<file path="src/hw/rtl/rmq_pkg.sv">
// rmq_pkg: request types, sideband structs and fixed widths for the
// rotation matrix to quaternion pipeline; depends on nothing
`default_nettype none

package rmq_pkg;

    localparam int ONE_Q14    = 16384;
    localparam int SQRT_STEPS = 16;
    localparam int DIV_STEPS  = 16;
    localparam int RAD_W      = 31;
    localparam int ROOT_W     = 16;
    localparam int DEN_W      = 17;
    localparam int NUM_W      = 31;

    typedef enum logic [1:0] {
        AXIS_X = 2'd0,
        AXIS_Y = 2'd1,
        AXIS_Z = 2'd2
    } axis_t;

    typedef struct packed {
        logic signed [15:0] m00;
        logic signed [15:0] m01;
        logic signed [15:0] m02;
        logic signed [15:0] m10;
        logic signed [15:0] m11;
        logic signed [15:0] m12;
        logic signed [15:0] m20;
        logic signed [15:0] m21;
        logic signed [15:0] m22;
    } mat_t;

    typedef struct packed {
        logic signed [15:0] qx;
        logic signed [15:0] qy;
        logic signed [15:0] qz;
        logic signed [15:0] qw;
        logic               bad_input;
    } quat_t;

    // travels beside the root pipeline
    typedef struct packed {
        logic               diag;
        axis_t              axis;
        logic               bad;
        logic signed [17:0] d0;
        logic signed [17:0] d1;
        logic signed [17:0] d2;
    } side_t;

    // travels beside the divider pipeline
    typedef struct packed {
        logic              diag;
        axis_t             axis;
        logic              bad;
        logic [2:0]        neg;
        logic [2:0]        ovf;
        logic [ROOT_W-1:0] half;
    } dside_t;

endpackage

`default_nettype wire

</file>
<file path="src/hw/rtl/rmq_div.sv">
// rmq_div: pipelined restoring divider, one quotient bit per stage
// depends on rmq_pkg
`default_nettype none

module rmq_div (
    input  wire                              clk,
    input  wire [rmq_pkg::DIV_STEPS-1:0]     en,
    input  wire [rmq_pkg::NUM_W-1:0]         num,
    input  wire [rmq_pkg::DEN_W-1:0]         den,
    output logic [rmq_pkg::DIV_STEPS-1:0]    quo
);
    import rmq_pkg::*;

    logic [NUM_W-1:0]     rem_reg  [DIV_STEPS];
    logic [DEN_W-1:0]     den_reg  [DIV_STEPS];
    logic [DIV_STEPS-1:0] quo_reg  [DIV_STEPS];
    logic [NUM_W-1:0]     rem_next [DIV_STEPS];
    logic [DIV_STEPS-1:0] quo_next [DIV_STEPS];

    genvar k;
    generate
        for (k = 0; k < DIV_STEPS; k++)
        begin : g_step
            localparam int I = DIV_STEPS - 1 - k;
            logic [NUM_W-1:0]     rem_in;
            logic [DEN_W-1:0]     den_in;
            logic [DIV_STEPS-1:0] quo_in;
            logic [NUM_W+1:0]     trial;
            logic                 fits;

            if (k == 0)
            begin : g_first
                assign rem_in = num;
                assign den_in = den;
                assign quo_in = '0;
            end
            else
            begin : g_rest
                assign rem_in = rem_reg[k-1];
                assign den_in = den_reg[k-1];
                assign quo_in = quo_reg[k-1];
            end

            always_comb
            begin
                trial = {{(NUM_W+2-DEN_W){1'b0}}, den_in} << I;
                fits  = {2'b00, rem_in} >= trial;
                rem_next[k] = fits ? NUM_W'({2'b00, rem_in} - trial) : rem_in;
                quo_next[k] = fits ? (quo_in | (DIV_STEPS'(1) << I)) : quo_in;
            end

            always_ff @(posedge clk)
            begin
                if (en[k])
                begin
                    rem_reg[k] <= rem_next[k];
                    den_reg[k] <= den_in;
                    quo_reg[k] <= quo_next[k];
                end
            end
        end
    endgenerate

    assign quo = quo_reg[DIV_STEPS-1];

endmodule

`default_nettype wire

</file>
<file path="config.mk">
export PLATFORM = sky130hd
export DESIGN_NAME = rmq_div
export DESIGN_NICKNAME = d
export VERILOG_FILES = /design/src/hw/rtl/rmq_pkg.sv /design/src/hw/rtl/rmq_div.sv
export SDC_FILE = /design/constraint.sdc
export NUM_CORES = 1
export LEC_CHECK = 0
export BUFFER_PORTS_ARGS = -buffer_cell sky130_fd_sc_hd__buf_4
export CORE_ASPECT_RATIO = 1.1
export CORE_MARGIN = 1.5
export CORE_UTILIZATION = 65
export CTS_BUF_LIST = sky130_fd_sc_hd__clkbuf_8
export CTS_CLUSTER_DIAMETER = 120
export DETAILED_ROUTE_END_ITERATION = 12
export HOLD_SLACK_MARGIN = 0.1
export PLACE_DENSITY = 0.87
export SYNTH_ARGS = -nofsm -noshare
export SYNTH_HDL_FRONTEND = slang
export SYNTH_SLANG_ARGS = --single-unit
export TNS_END_PERCENT = 1
</file>
<file path="constraint.sdc">
create_clock -name clk -period 4.47 [get_ports clk]
set_input_delay 0.447 -clock clk [delete_from_list [all_inputs] [get_ports clk]]
set_output_delay 0.447 -clock clk [all_outputs]
set_load 0.01 [all_outputs]
</file>
==> metrics.cfg <==
[outcome]
status=completed

[power]
power_per_cell_area_nw_per_um2=583
power_w=0.0287
total_leakage_power_nw=19.3
peakVddDrop_mv=0.344

[global_route]
grt_usage=0.284
grt_max_degree=64
grt_overflow=0
grt_pass1_wl_um=155000
antenna_found_initial=1
grt_pass1_vias=31586

[yosys]
synth_compound_area_frac=0.122
synthSimpleGateAreaFrac=0.108
ys_async_sr_fraction=0
synth.net_count=4091
synth_cell_types=88
synth.avg_cell_area_um2=11.9
synth_xor_xnor_area_share=0.0521
ys_seq_area_frac=0.577
ys_ff_latch=856
ys.flop_type=edfxtp_1
syn_area_um2=44500
synth-adder-area-share=0.0829
ys_warn_count=0
synth_mux_area_frac=0.0212
synth_top_family_by_area=compound AO/OA/AOI/OAI gates
netlist_instances=3740
synth_edf_count=856

[placed_design]
gp_congestion=0.985
hpwl_um=73500
portBuffers=80

[drt]
viasPerCell=5.99
via_count=29959
ant_nets=0
wirelength_um=98900
routedWlPerCell_um=19.8
first_pass_iters=5
drc=0
first_iter_violations=1726

[setup_path]
path_max_fanout=11
worstPathArrival_ns=4.28
required_ns=5.01
r2r_start=rem_reg[0][224]
crit_path_start_kind=register
r2r_slack_ns=0.73
r2r_cells=12
path_class=register to register
cp-end-kind=register
r2r_end=rem_reg[1][18]
cp-endpoint=rem_reg[1][18]
critPathLaunch=rem_reg[0][224]

[die]
die_h_um=278
die_w_um=253
rows=100
initial_utilization=0.658
dieArea_um2=70100
io_pins=81
core_um2=67700

[clock_tree]
htreeDepth=4
clk_pin_slew_ns=0.06
cts_root_buffer=clkbuf_8
postCtsSetupBuffers=0
numCtsBuffers=140
cts_tree=done
hold_buffers=49
clk_path_buf_depth=3
clock_latency_ns=0.81
cts_resized=0
clkSinkCount=856

[job]
max-cap-violations=0

[sta]
setup_viol=0
rsz0062_at_grt=no
hold_viol=0
skew_ns=0.0448
max_freq_mhz=267
slew_headroom=0.341
slew_viol_final=0
tightest_slew_ns=0.976
setup_tns_ns=0
period_share=0.837
min_period_ns=3.74

[layout]
nets=4326
largest_reg_flops=465
n_fill_cell=4419
area_growth_pct=10.8
drive_gt1_frac=0.101

[worst_hold_path]
hp-class=input pin to register

-- kinds of logic (layout without fill, tap and decap cells) --
| kind of cell | count (synthesis) | count (layout) |
|---|---|---|
| AOI/OAI and AO/OA | 860 | 860 |
| xor gates and xnor gates | 265 | 265 |
| adders and majority gates | 286 | 286 |
| buffers and inverters | 439 | 780 |
| DFF | 856 | 856 |
| muxes | 85 | 85 |
| other | 0 | 1 |
| and+or+nand+nor | 949 | 949 |
-- cells in the mapped netlist (76+ instances only) --
master / number / area [um^2]
o21ai_0: 196 / 981
ha_1: 271 / 3390
inv_1: 375 / 1410
nor3_1: 91 / 455
xor2_1: 107 / 937
xnor2_1: 158 / 1380
a21o_1: 90 / 676
edfxtp_1: 856 / 25700
a21oi_1: 287 / 1440
nand2_1: 211 / 792
nor2_1: 250 / 938
mux2_2: 76 / 856
-- layout make-up --
| class | count | area (um^2) | share of cell area |
|---|---|---|---|
| multi-input combinational | 2445 | 17200 | 0.349 |
| clock inverter | 106 | 564 | 0.0114 |
| tap | 918 | 1150 | 0.0233 |
| timing repair buffer | 155 | 1300 | 0.0263 |
| sequential | 856 | 25700 | 0.521 |
| clock buffer | 142 | 1950 | 0.0396 |
| antenna | 1 | 2.50 | 0.0000507 |
| inverter | 377 | 1420 | 0.0287 |
-- report_power, final --
part	total, W	switching, W	internal (W)
sequential	0.0123	0.00115	0.0111
combinational	0.0103	0.00588	0.00441
clock	0.00618	0.00312	0.00306
-- metrics by stage --
stage               instance area, um^2  setup slack [ns]  utilization  instances  hold WS, ns
floorplan                         44500              1.27            -       3740        0.400
global placement                  46300             0.860        0.684       4702        0.401
detailed placement                46300             0.740        0.684       4702        0.405
CTS                               49300             0.742        0.729       4999        0.132
global route                      49300             0.424        0.729       5000        0.163
finish                            49300             0.729        0.729       5000        0.183
-- per-layer routing --
metal	routed length, um	up-vias	global-route usage	share of wire
li1	-	14360	-	-
met1	31700	14378	0.241	0.32
met2	56400	884	0.572	0.57
met3	3750	337	0.0507	0.038
met4	7040	0	0.204	0.071
met5	0	-	0	0
-- cell usage in the layout (no fill, tap or decap), types with 71 or more instances in the layout --
master,Yosys,routed
edfxtp_1,856,856
inv_1,375,411
a21oi_1,287,286
ha_1,271,271
nor2_1,250,250
nand2_1,211,211
o21ai_0,196,195
xnor2_1,158,158
clkbuf_8,0,142
xor2_1,107,107
buf_4,0,105
a21o_1,90,90
nor3_1,91,88
mux2_2,76,76
nand3_1,71,71
-- critical path, stage by stage (launching register included) --
cell      delay [ns]
edfxtp_1        0.35
inv_1           0.08
ha_1            0.18
inv_1           0.07
fa_1            0.40
a21o_1          0.20
a21oi_1         0.42
o21a_1          0.20
o21ai_0         0.21
a32o_1          0.36
a21oi_2         0.58
inv_1           0.13
mux2_2          0.31
-- worst min-delay path by stage --
stage / startpoint / end / cells past startpoint
4_1_cts: en[3] / quo_reg[0][63] / 1
3_5_place_dp: quo_reg[1][11] / quo_reg[1][27] / 0
5_1_grt: en[3] / quo_reg[0][62] / 1
2_1_floorplan: quo_reg[0][90] / quo_reg[0][106] / 0
3_3_place_gp: quo_reg[1][89] / quo_reg[1][105] / 0
6_report: en[4] / quo_reg[0][78] / 1
Note: power is estimated with default switching activity, not from simulation.
