--- src/hw/rtl/rmq_pkg.sv ---
// rmq_pkg: request types, sideband structs and fixed widths for the
// rotation matrix to quaternion pipeline; depends on nothing
`default_nettype none

package rmq_pkg;

    localparam int ONE_Q14    = 16384;
    localparam int SQRT_STEPS = 16;
    localparam int DIV_STEPS  = 16;
    localparam int RAD_W      = 31;
    localparam int ROOT_W     = 16;
    localparam int DEN_W      = 17;
    localparam int NUM_W      = 31;

    typedef enum logic [1:0] {
        AXIS_X = 2'd0,
        AXIS_Y = 2'd1,
        AXIS_Z = 2'd2
    } axis_t;

    typedef struct packed {
        logic signed [15:0] m00;
        logic signed [15:0] m01;
        logic signed [15:0] m02;
        logic signed [15:0] m10;
        logic signed [15:0] m11;
        logic signed [15:0] m12;
        logic signed [15:0] m20;
        logic signed [15:0] m21;
        logic signed [15:0] m22;
    } mat_t;

    typedef struct packed {
        logic signed [15:0] qx;
        logic signed [15:0] qy;
        logic signed [15:0] qz;
        logic signed [15:0] qw;
        logic               bad_input;
    } quat_t;

    // travels beside the root pipeline
    typedef struct packed {
        logic               diag;
        axis_t              axis;
        logic               bad;
        logic signed [17:0] d0;
        logic signed [17:0] d1;
        logic signed [17:0] d2;
    } side_t;

    // travels beside the divider pipeline
    typedef struct packed {
        logic              diag;
        axis_t             axis;
        logic              bad;
        logic [2:0]        neg;
        logic [2:0]        ovf;
        logic [ROOT_W-1:0] half;
    } dside_t;

endpackage

`default_nettype wire

--- src/hw/rtl/rmq_isqrt.sv ---
// rmq_isqrt: pipelined integer square root, one result bit per stage
// depends on rmq_pkg
`default_nettype none

module rmq_isqrt (
    input  wire                              clk,
    input  wire [rmq_pkg::SQRT_STEPS-1:0]    en,
    input  wire [rmq_pkg::RAD_W-1:0]         rad,
    output logic [rmq_pkg::ROOT_W-1:0]       root
);
    import rmq_pkg::*;

    logic [RAD_W-1:0]  rem_reg  [SQRT_STEPS];
    logic [ROOT_W-1:0] res_reg  [SQRT_STEPS];
    logic [RAD_W-1:0]  rem_next [SQRT_STEPS];
    logic [ROOT_W-1:0] res_next [SQRT_STEPS];

    genvar k;
    generate
        for (k = 0; k < SQRT_STEPS; k++)
        begin : g_step
            localparam int I = SQRT_STEPS - 1 - k;
            logic [RAD_W-1:0]  rem_in;
            logic [ROOT_W-1:0] res_in;
            logic [RAD_W+1:0]  trial;
            logic              fits;

            if (k == 0)
            begin : g_first
                assign rem_in = rad;
                assign res_in = '0;
            end
            else
            begin : g_rest
                assign rem_in = rem_reg[k-1];
                assign res_in = res_reg[k-1];
            end

            // (res + 2^i)^2 - res^2
            always_comb
            begin
                trial = ({{(RAD_W+2-ROOT_W){1'b0}}, res_in} << (I + 1))
                      + ((RAD_W+2)'(1) << (2 * I));
                fits  = {2'b00, rem_in} >= trial;
                rem_next[k] = fits ? RAD_W'({2'b00, rem_in} - trial) : rem_in;
                res_next[k] = fits ? (res_in | (ROOT_W'(1) << I)) : res_in;
            end

            always_ff @(posedge clk)
            begin
                if (en[k])
                begin
                    rem_reg[k] <= rem_next[k];
                    res_reg[k] <= res_next[k];
                end
            end
        end
    endgenerate

    assign root = res_reg[SQRT_STEPS-1];

endmodule

`default_nettype wire

--- config.mk ---
export PLATFORM = sky130hd
export DESIGN_NAME = rmq_isqrt
export DESIGN_NICKNAME = d
export VERILOG_FILES = /design/src/hw/rtl/rmq_pkg.sv /design/src/hw/rtl/rmq_isqrt.sv
export SDC_FILE = /design/constraint.sdc
export NUM_CORES = 1
export LEC_CHECK = 0
export ABC_CLOCK_PERIOD_IN_PS = 9300
export BUFFER_PORTS_ARGS = -buffer_cell sky130_fd_sc_hd__buf_4
export CAP_MARGIN = 20
export CORE_ASPECT_RATIO = 2
export CORE_MARGIN = 2
export CORE_UTILIZATION = 60
export DETAILED_ROUTE_END_ITERATION = 10
export GPL_TIMING_DRIVEN = 0
export PLACE_DENSITY = 0.86
export SYNTH_ARGS = -nofsm -noshare
export SYNTH_HDL_FRONTEND = slang
export SYNTH_SLANG_ARGS = --single-unit
--- constraint.sdc ---
create_clock -name clk -period 9.3 [get_ports clk]
set_input_delay 1.86 -clock clk [delete_from_list [all_inputs] [get_ports clk]]
set_output_delay 1.86 -clock clk [all_outputs]
set_load 0.02 [all_outputs]
==> metrics, run 1 <==
Reg power frac 51.1%; clk_lat worst skew 610 ps; Core Area 46500 µm²; worst hold-check path type register to register; DR DRC count 0; initial antenna violation count 1; main flop type after synthesis edfxtp_1; max-slew violations 0; Hold Violations, Final 0; CTS resizes 0; max frequency 240 MHz; CP Class register to register; routability congestion estimate 1.01; DR iter-0 viols 1116; Worst Path Required ~9600 ps; Final Cell Area roughly 31000 µm²; vias in the first global route approximately 20000; H-tree levels 2; final critical-path share of the clock period between 40 and 50%; vias approximately 18000; placed cell area roughly 30000 µm²; Crit Path Max Fanout 10; final wirelength approximately 66000 µm; Syn Nets 2367; Cell variety after synth 80; Clock Skews 31.0 ps; Post-DP HPWL 51600 µm; I/O Pins 64; register area share after synthesis 63.9%; Setup-failing EPs final 0; register bit total from synthesis approximately 600; cell count after synthesis between 2000 and 2500; first-pass GRT wire length approximately 100000 µm; RSZ-0062 raised after global routing no; Worst slew margin 17.0%; Period minus WS final between 4000 and 5000 ps; DR vias/cell a little over 6; Worst Hold Path EP res_reg[1][45]$_DFFE_PP_; CTS tree built; Setup crit start kind register; PD cells between 200 and 250 nW/µm²; layout cells sized above 1 around 6.9%; ANT nets after route 0; hold path depth 0; Max Cap Violations 0; clock tree buffer depth 3; largest net degree at the start of global routing 47; remaining global-route overflow 0; Int Power between 5 and 6 mW; Hold Crit Start res_reg[1][29]$_DFFE_PP_; Post-synth ARST share 0%; Area Overhead vs Synth 10.4%; outcome finished clean; Post-Layout Cell Count a little under 3000; WL/cell 22.5 µm; die area 48900 µm²; Root Buffer clkbuf_16; R2R Setup Slk about 5000 ps; initial core utilization about three fifths; Worst R2R Start rem_reg[1][84]$_DFFE_PP_; Comb pwr share 19.4%; Synth Area per Inst between 10 and 15 µm²; layout net count around 2500; Crit path arrival time around 4500 ps; Worst R2R Path Depth 7; hold_ws roughly 430 ps; CTS sink count roughly 600; Num CTS Buffers 52; gr usage total roughly 27%; Fin Setup TNS 0 ps; Worst Setup End Kind register; hold buffers post-CTS 0; Synth Cell Area roughly 28000 µm²; 1st-pass router iterations 6; maximum vdd drop about 0.23 mV; DP Cell Count about 2900; setup bufs post-CTS 0; clock network fraction of total power a little under 30%; worst flop-to-flop path endpoint rem_reg[1][116]$_DFFE_PP_; Die Wd ~160 µm; number of enable flip-flop cells after synthesis between 600 and 700; Switching Share between 20% and 30%; largest area contributor in the netlist edfxtp_1; Worst-Margin Slew roughly 1200 ps; max FFs per register between 400 and 500; number of port buffers 62; sw power 2.06 mW; clk slew on worst S/H paths approximately 70 ps; Synth area leaders edfxtp_1 64%, ha_1 6.6%, xnor2_1 3.0%, xor2_1 2.6%, inv_1 2.4%; # rows roughly 110; Leakage approximately 12 nW; Synth top area share a little under two thirds; Die Span Y around 310 µm; Ys Warns 0
## cells in the final DEF (no fill, tap or decap), drive strengths merged, types with 6 or more instances in the layout
master / synthesis / layout
edfxtp: 601 / 601
inv: 184 / 186
ha: 148 / 148
nor2: 132 / 132
nand2: 130 / 130
a21oi: 125 / 125
o21ai: 97 / 97
xnor2: 96 / 96
clkbuf: 27 / 90
xor2: 84 / 84
buf: 8 / 73
nor4: 65 / 65
nor3: 57 / 57
o21a: 37 / 37
nand3: 34 / 34
nand4: 32 / 32
or3: 29 / 29
clkinv: 0 / 25
a21o: 22 / 22
nand2b: 21 / 21
mux2: 19 / 19
nor4b: 19 / 19
nor2b: 18 / 18
nand4b: 14 / 14
nand3b: 13 / 13
o211ai: 10 / 10
o31ai: 10 / 10
and2: 9 / 9
a211oi: 9 / 9
or4: 9 / 9
a31oi: 8 / 8
nor3b: 7 / 7
and3: 7 / 7
or2: 7 / 7
o21bai: 6 / 6
or4b: 6 / 6
o41ai: 6 / 6
## synth_stat cells (all sizes together) (21+ instances only)
cell    number
o21ai       97
ha         148
nor4        65
nand2      130
nand3       34
a21o        22
edfxtp     601
inv        184
xor2        84
or3         29
o21a        37
a21oi      125
nor3        57
nand4       32
nor2       132
nand2b      21
xnor2       96
clkbuf      27
## critical path, cell delays in order, from the launching register on
cell and delay (ps):
edfxtp_1 650, nor4_1 990, nand2_1 220, nor2_1 150, nand3_1 90, nor2_1 800
clkbuf_1 740, o21ai_1 220
## per-stage QoR
| step | power, mW | utilization (%) | setup slack [ps] |
|---|---|---|---|
| after floorplan | 4.62 | - | 6280 |
| after global placement | 5.01 | 63.4 | 5180 |
| after detailed placement | 5.11 | 63.4 | 5330 |
| after CTS | 7.21 | 67.0 | 5300 |
| after global routing | 7.49 | 67.0 | 5060 |
| final | 7.22 | 67.0 | 5140 |
## worst max-delay path by stage
stage,from,to,slack (ps)
floorplan,rem_reg[1][143]$_DFFE_PP_,rem_reg[1][177]$_DFFE_PP_,6280
global placement,rem_reg[1][103]$_DFFE_PP_,rem_reg[1][141]$_DFFE_PP_,5180
detailed placement,rem_reg[1][159]$_DFFE_PP_,rem_reg[1][201]$_DFFE_PP_,5330
CTS,rem_reg[1][159]$_DFFE_PP_,rem_reg[1][201]$_DFFE_PP_,5300
global route,rem_reg[1][84]$_DFFE_PP_,rem_reg[1][116]$_DFFE_PP_,5060
finish,rem_reg[1][84]$_DFFE_PP_,rem_reg[1][116]$_DFFE_PP_,5140
## final cells by class
cell class,instances,area [µm²]
inverter,184,691
buffer,35,143
timing repair buffer,65,480
tap,627,785
antenna,1,2.50
sequential,601,18000
clock buffer,63,1340
fill,3080,15300
multi-input combinational,1350,9360
clock inverter,35,337
## cell families (layout without fill, tap and decap cells)
kind of cell | after synthesis | count (layout) | share of synthesized area (%)
AND/OR/NAND/NOR | 620 | 620 | 11.7
adder cells (fa/ha/maj) | 149 | 149 | 6.63
buffers and inverters | 219 | 382 | 2.95
other | 1 | 2 | 0.0133
XOR/XNOR | 180 | 180 | 5.58
multiplexers | 23 | 23 | 0.899
flip-flops | 601 | 601 | 63.9
AO/OA/AOI/OAI | 377 | 377 | 8.32
## power by group through the flow
stage	sequential [mW]	combinational, mW	clock (mW)
after floorplan	3.64	0.977	0
after global placement	3.71	1.31	0
after detailed placement	3.74	1.37	0
after CTS	3.68	1.38	2.15
after global routing	3.72	1.53	2.24
final	3.69	1.40	2.12
## routing by layer
metal	vias up	wire (µm)	global-route usage, %
met4	0	9020	31.0
met5	-	0	0
met2	650	39000	55.6
li1	8360	-	-
met1	8717	16200	16.9
met3	373	2300	4.18
Power figures use the tool's default switching activity.
==> inputs of run 2 (changes only) <==
--- a/config.mk
+++ b/config.mk
@@ -5,15 +5,15 @@
 export SDC_FILE = /design/constraint.sdc
 export NUM_CORES = 1
 export LEC_CHECK = 0
-export ABC_CLOCK_PERIOD_IN_PS = 9300
+export ABC_CLOCK_PERIOD_IN_PS = 3700
 export BUFFER_PORTS_ARGS = -buffer_cell sky130_fd_sc_hd__buf_4
 export CAP_MARGIN = 20
 export CORE_ASPECT_RATIO = 2
 export CORE_MARGIN = 2
-export CORE_UTILIZATION = 60
+export CORE_UTILIZATION = 57
 export DETAILED_ROUTE_END_ITERATION = 10
 export GPL_TIMING_DRIVEN = 0
-export PLACE_DENSITY = 0.86
+export PLACE_DENSITY = 0.85
 export SYNTH_ARGS = -nofsm -noshare
 export SYNTH_HDL_FRONTEND = slang
 export SYNTH_SLANG_ARGS = --single-unit
==> constraint.sdc (replaced) <==
create_clock -name clk -period 3.7 [get_ports clk]
set_input_delay 0.74 -clock clk [delete_from_list [all_inputs] [get_ports clk]]
set_output_delay 0.74 -clock clk [all_outputs]
set_load 0.02 [all_outputs]
==> run 2 against run 1 <==
Effect of this change: non-clock buffer count shrank 1; clock power grew to 2.7 times the previous value; largest cell class unchanged; hold slack lost 150 ps; first-iteration DRC count grew 3.4%; clock skew grew 12 ps; combinational power grew to 2.5 times the previous value; fmax grew 15%; register-to-register slack lost 5100 ps; global-route usage shrank 1.1 points; via count grew 0.20%; largest power group unchanged.
==> metrics, run 2 (same netlist as run 1, synthesis figures left out) <==
Die Span Y 319 µm (+2.6%); hold_ws 282 ps (-149 ps); Period minus WS final 3610 ps (-549 ps); 1st-pass router iterations 7 (+1); outcome finished clean; Die Wd 161 µm (+2.5%); Num CTS Buffers 50 (-3.8%); RSZ-0062 raised after global routing no; CTS tree built; vias 18100 (+0.20%); Core Area 49100 µm² (+5.5%); initial core utilization 57.6% (-3.1 points); most frequent cells in the layout 601 x edfxtp_1, 177 x inv_1, 148 x ha_1; most common cell after layout, fill and taps aside edfxtp_1; Root Buffer clkbuf_16; clk_lat worst skew 630 ps (+20 ps); worst flop-to-flop path endpoint rem_reg[1][116]$_DFFE_PP_; worst hold-check path type primary input to register; final wirelength 67300 µm (+1.2%); Clock Skews 43.4 ps (+12.4 ps); max FFs per register 465 (unchanged); hold path depth 1 (+1); Switching Share 28.3% (-0.24 points); I/O Pins 64 (unchanged); final critical-path share of the clock period 97.6% (+53 points); Crit path arrival time 3920 ps (-550 ps); Reg power frac 50.1% (-1.0 points); ant diodes 0 (-1); hold buffers post-CTS 0 (unchanged); initial antenna violation count 1 (unchanged); WL/cell 22.6 µm (+0.81%); clk slew on worst S/H paths 70 ps (about the same); Area Overhead vs Synth 11.1%; CTS sink count 601 (unchanged); Int Power 13.3 mW (+160%); Setup crit start kind register; clock network fraction of total power 30.8% (+1.4 points); clock tree buffer depth 3 (unchanged); Max Cap Violations 0 (unchanged); CP Class register to register; DR DRC count 0 (unchanged); gr usage total 26.3% (-1.1 points); H-tree levels 2 (unchanged); Hold Crit Start rad[30]; first-pass GRT wire length 102000 µm (+1.7%); max incr delay on CP 870 ps (-120 ps); # rows 115 (+2.7%); Setup-failing EPs final 0 (unchanged); maximum vdd drop 0.426 mV (+82%); DP Cell Count 2876 (+0.52%); Crit Path Max Fanout 10 (unchanged); DR iter-0 viols 1154 (+3.4%); PD cells 590 nW/µm² (+160%); Fin Setup TNS 0 ps (unchanged); routability congestion estimate 0.899 (-11%); Worst Setup End Kind register; max-slew violations 0 (unchanged); Post-Layout Cell Count 2971 (+0.34%); Worst R2R Start rem_reg[1][84]$_DFFE_PP_; Comb pwr share 19.1% (-0.3 points); die area 51500 µm² (+5.2%); Worst Path Buf+Inv 1 (unchanged); Worst Path Required 4000 ps (-5610 ps); layout net count 2483 (-0.12%); R2R Setup Slk 90 ps (-5050 ps); CP max-delay cell nor4_1; Top delay family on crit path simple AND/OR/NAND/NOR gates; max frequency 277 MHz (+15%); Worst slew margin 17.5% (+0.49 points); Hold Violations, Final 0 (unchanged); Worst R2R Path Depth 7 (unchanged); setup bufs post-CTS 0 (unchanged); Leakage 11.8 nW (+0.76%); remaining global-route overflow 0 (unchanged); Worst-Margin Slew 1220 ps (-13.2 ps); largest net degree at the start of global routing 47 (unchanged); layout cells sized above 1 7.60% (+0.66 points); Post-DP HPWL 51700 µm (+0.19%); DR vias/cell 6.10 (-0.14%); number of port buffers 62 (unchanged); ANT nets after route 0 (unchanged); sw power 5.24 mW (+150%); Worst Hold Path EP res_reg[0][15]$_DFFE_PP_; vias in the first global route 20100 (+2.4%); CP cell instances nor4_1 -> nand2_1 -> nor2_1 -> nand3_1 -> nor2_2 -> clkbuf_1 -> o21ai_1; Core Util, Final 63.9% (-3.1 points)
==> run 2: changes by cell type in the layout (fill, tap and decap cells not counted), sizes merged <==
cell	change
clkbuf	-4
buf	-5
clkinv	+1
diode	-1
clkinvlp	-1
bufinv	+6
inv	-2
==> run 2: layer usage <==
layer  global-route usage [%]  part of all wire, %  vias up
met5                        0                0.024        -
met4                     29.0                   13        2
met3                     3.77                  3.3      378
met2                     55.0                   60      631
met1                     15.9                   24     8774
li1                         -                    -     8351
==> run 2: worst max path at each step <==
| stage | start | end | slack (ps) | depth (start not counted) |
|---|---|---|---|---|
| 2_1_floorplan | rem_reg[1][143]$_DFFE_PP_ | rem_reg[1][177]$_DFFE_PP_ | 680 | 9 |
| 3_3_place_gp | rem_reg[1][103]$_DFFE_PP_ | rem_reg[1][141]$_DFFE_PP_ | -320 | 7 |
| 3_5_place_dp | rem_reg[1][103]$_DFFE_PP_ | rem_reg[1][141]$_DFFE_PP_ | -340 | 7 |
| 4_1_cts | rem_reg[1][131]$_DFFE_PP_ | rem_reg[1][171]$_DFFE_PP_ | 7 | 8 |
| 5_1_grt | rem_reg[1][113]$_DFFE_PP_ | rem_reg[1][141]$_DFFE_PP_ | 20 | 7 |
| 6_report | rem_reg[1][84]$_DFFE_PP_ | rem_reg[1][116]$_DFFE_PP_ | 90 | 7 |
==> run 2: per-stage QoR <==
| stage | total power [mW] | area (µm²) | worst slack [ps] |
|---|---|---|---|
| 2_1_floorplan | 11.6 | 28200 | 681 |
| 3_3_place_gp | 12.6 | 29500 | -316 |
| 3_5_place_dp | 12.8 | 29500 | -338 |
| 4_1_cts | 18.5 | 31300 | 7.18 |
| 5_1_grt | 19.2 | 31400 | 19.7 |
| 6_report | 18.5 | 31400 | 89.0 |
==> run 2: layout make-up <==
type                       count  area, µm²
clock buffer                  55       1270
multi-input combinational   1350       9410
sequential                   601      18000
inverter                     184        691
tap                          643        805
timing repair buffer          64        478
buffer                        35        155
clock inverter                39        524
fill                        3378      17700
==> run 2: worst register-to-register path: cells and delay by family, from the launching register on <==
| family | cells | cell delay [ps] |
|---|---|---|
| and+or+nand+nor | 5 | 1840 |
| DFF | 1 | 630 |
| buffers and inverters | 1 | 630 |
| AOI/OAI and AO/OA | 1 | 210 |
==> run 2: repair_timing <==
| item | in CTS | in global routing |
|---|---|---|
| gates resized for setup | 8 | 11 |
| setup endpoints to repair | 51 | 48 |
| pin swaps | 0 | 0 |
==> run 2: power groups by stage <==
stage	Clock [mW]	Sequential (mW)	Combinational [mW]
2_1_floorplan	0	9.16	2.46
4_1_cts	5.74	9.25	3.50
6_report	5.70	9.28	3.55
5_1_grt	5.99	9.35	3.86
3_3_place_gp	0	9.31	3.28
3_5_place_dp	0	9.39	3.46
==> inputs of run 3 (changes only) <==
--- a/config.mk
+++ b/config.mk
@@ -10,10 +10,10 @@
 export CAP_MARGIN = 20
 export CORE_ASPECT_RATIO = 2
 export CORE_MARGIN = 2
-export CORE_UTILIZATION = 57
+export CORE_UTILIZATION = 45
 export DETAILED_ROUTE_END_ITERATION = 10
 export GPL_TIMING_DRIVEN = 0
-export PLACE_DENSITY = 0.85
+export PLACE_DENSITY = 0.72
 export SYNTH_ARGS = -nofsm -noshare
 export SYNTH_HDL_FRONTEND = slang
 export SYNTH_SLANG_ARGS = --single-unit
==> run 3 against run 2 <==
Effect of this change: cell area up 0.59%; sequential share of layout area shrank 0.34 points; fmax rose by 0.66%; setup slack gained 24 ps; register-to-register slack better by 20 ps; sequential power about the same; final cell count up 5.0%; non-clock buffer count rose by 1; critical path type unchanged; largest cell class unchanged; largest power group unchanged.
==> metrics, run 3 (same netlist as run 1, synthesis figures left out) <==
WL/cell 21.0 µm (-7.4%); initial core utilization 45.6% (-12 points); Worst-Margin Slew 1130 ps (-95.5 ps); Post-DP HPWL 52200 µm (+0.89%); Root Buffer clkbuf_16; gr usage total 20.2% (-6.1 points); worst hold-check path type primary input to register; CTS sink count 601 (unchanged); Setup-failing EPs final 0 (unchanged); Setup WS pre-CTS -330 ps (+7.38 ps); Crit path arrival time 3950 ps (+30 ps); Max Cap Violations 0 (unchanged); clock tree buffer depth 3 (unchanged); Post-Layout Cell Count 3120 (+5.0%); die area 64900 µm² (+26%); outcome finished clean; Final Cell Area 31600 µm² (+0.59%); remaining global-route overflow 0 (unchanged); setup ws final 113 ps (+23.7 ps); max FFs per register 465 (unchanged); Core Area 62000 µm² (+26%); Period minus WS final 3590 ps (-23.7 ps); DR DRC count 0 (unchanged); I/O Pins 64 (unchanged); hold buffers post-CTS 0 (unchanged); Worst slew margin 23.9% (+6.5 points); CP max-delay cell or4_4; Pwr Total 18.5 mW (-0.27%); vias 17700 (-2.4%); ANT nets after route 0 (unchanged); vias in the first global route 19400 (-3.3%); Die Span Y 358 µm (+12%); Worst Path Buf+Inv 2 (+1); Setup crit start kind register; Top delay family on crit path simple AND/OR/NAND/NOR gates; Worst Path Required 4070 ps (+70 ps); placed cell area 29700 µm² (+0.62%); PD cells 585 nW/µm² (-0.86%); H-tree levels 2 (unchanged); Core Util, Final 50.9% (-13 points); CTS tree built; CP cell instances or4_4 -> or3_1 -> nor4_2 -> or4_1 -> buf_2 -> nor2b_4 -> buf_6 -> nand4b_1 -> xnor2_1; setup bufs post-CTS 0 (unchanged); Worst Setup End Kind register; 1st-pass router iterations 7 (unchanged); clk_lat worst skew 630 ps (about the same); ant diodes 0 (unchanged); R2R Setup Slk 110 ps (+20 ps); Clock Skews 50.7 ps (+7.28 ps); DR iter-0 viols 856 (-26%); number of port buffers 62 (unchanged); DP Cell Count 3020 (+5.0%); Die Wd 181 µm (+12%); Crit Path Max Fanout 10 (unchanged); most common cell after layout, fill and taps aside edfxtp_1; layout cells sized above 1 8.05% (+0.45 points); CP Class register to register; largest net degree at the start of global routing 47 (unchanged); initial antenna violation count 1 (unchanged); most frequent cells in the layout 601 x edfxtp_1, 177 x inv_1, 148 x ha_1; max-slew violations 0 (unchanged); clk slew on worst S/H paths 60 ps (about the same); DR vias/cell 5.67 (-7.1%); Hold Violations, Final 0 (unchanged); layout net count 2487 (+0.16%); Area Overhead vs Synth 11.8%; max incr delay on CP 630 ps (-240 ps); maximum vdd drop 0.455 mV (+6.9%); max frequency 279 MHz (+0.66%); first-pass GRT wire length 99200 µm (-2.3%); final critical-path share of the clock period 97.0% (-0.64 points); final wirelength 65400 µm (-2.7%); Leakage 11.8 nW (about the same); routability congestion estimate 0.971 (+8.0%); # rows 129 (+12%); Num CTS Buffers 53 (+6.0%)
==> run 3: cell count changes in the layout (fill, tap and decap cells not counted), sizes merged <==
cell	change
buf	+3
bufinv	-3
clkbuf	+2
clkinvlp	+2
inv	+2
==> run 3: where the power goes <==
group          switching [mW]  leakage, nW  internal [mW]  total [mW]
combinational            2.08         5.15           1.43        3.51
sequential              0.616         5.76           8.64        9.26
clock                    2.56        0.867           3.15        5.71
total                    5.25         11.8           13.2        18.5
==> run 3: cell type report <==
| cell class | instances | area (µm²) |
|---|---|---|
| clock buffer | 59 | 1350 |
| fill | 5158 | 30400 |
| clock inverter | 40 | 444 |
| tap | 786 | 983 |
| sequential | 601 | 18000 |
| buffer | 35 | 153 |
| timing repair buffer | 65 | 480 |
| inverter | 184 | 691 |
| multi-input combinational | 1350 | 9420 |
==> run 3: worst register-to-register path: stages, from the launching register on <==
cell	delay, ps
edfxtp_1	440
or4_4	630
or3_1	490
nor4_2	580
or4_1	190
buf_2	310
nor2b_4	270
buf_6	160
nand4b_1	130
xnor2_1	160
==> run 3: worst paths after layout <==
path	cells after the start	endpoint	start
worst min register to register	0	res_reg[1][61]$_DFFE_PP_	res_reg[1][45]$_DFFE_PP_
worst max-delay path	9	rem_reg[1][177]$_DFFE_PP_	rem_reg[1][143]$_DFFE_PP_
worst min-delay path	1	res_reg[0][15]$_DFFE_PP_	rad[30]
worst max register to register	9	rem_reg[1][177]$_DFFE_PP_	rem_reg[1][143]$_DFFE_PP_
==> run 3: metal layers <==
metal / GRT usage, % / up-vias / routed length (µm)
li1: - / 8353 / -
met1: 11.6 / 8603 / 15400
met2: 45.9 / 473 / 41300
met3: 2.35 / 267 / 1720
met4: 19.3 / 0 / 7000
met5: 0 / - / 0
==> run 3: through the flow <==
step / hold WS (ps) / setup TNS, ps
6_report: 283 / 0
5_1_grt: 266 / -75.2
4_1_cts: 260 / 0
3_5_place_dp: 429 / -7970
3_3_place_gp: 422 / -10600
2_1_floorplan: 417 / 0
==> run 3: what timing repair did <==
item / in CTS / in global routing
gates resized for setup: 6 / 18
setup endpoints to repair: 60 / 67
pin swaps: 0 / 0
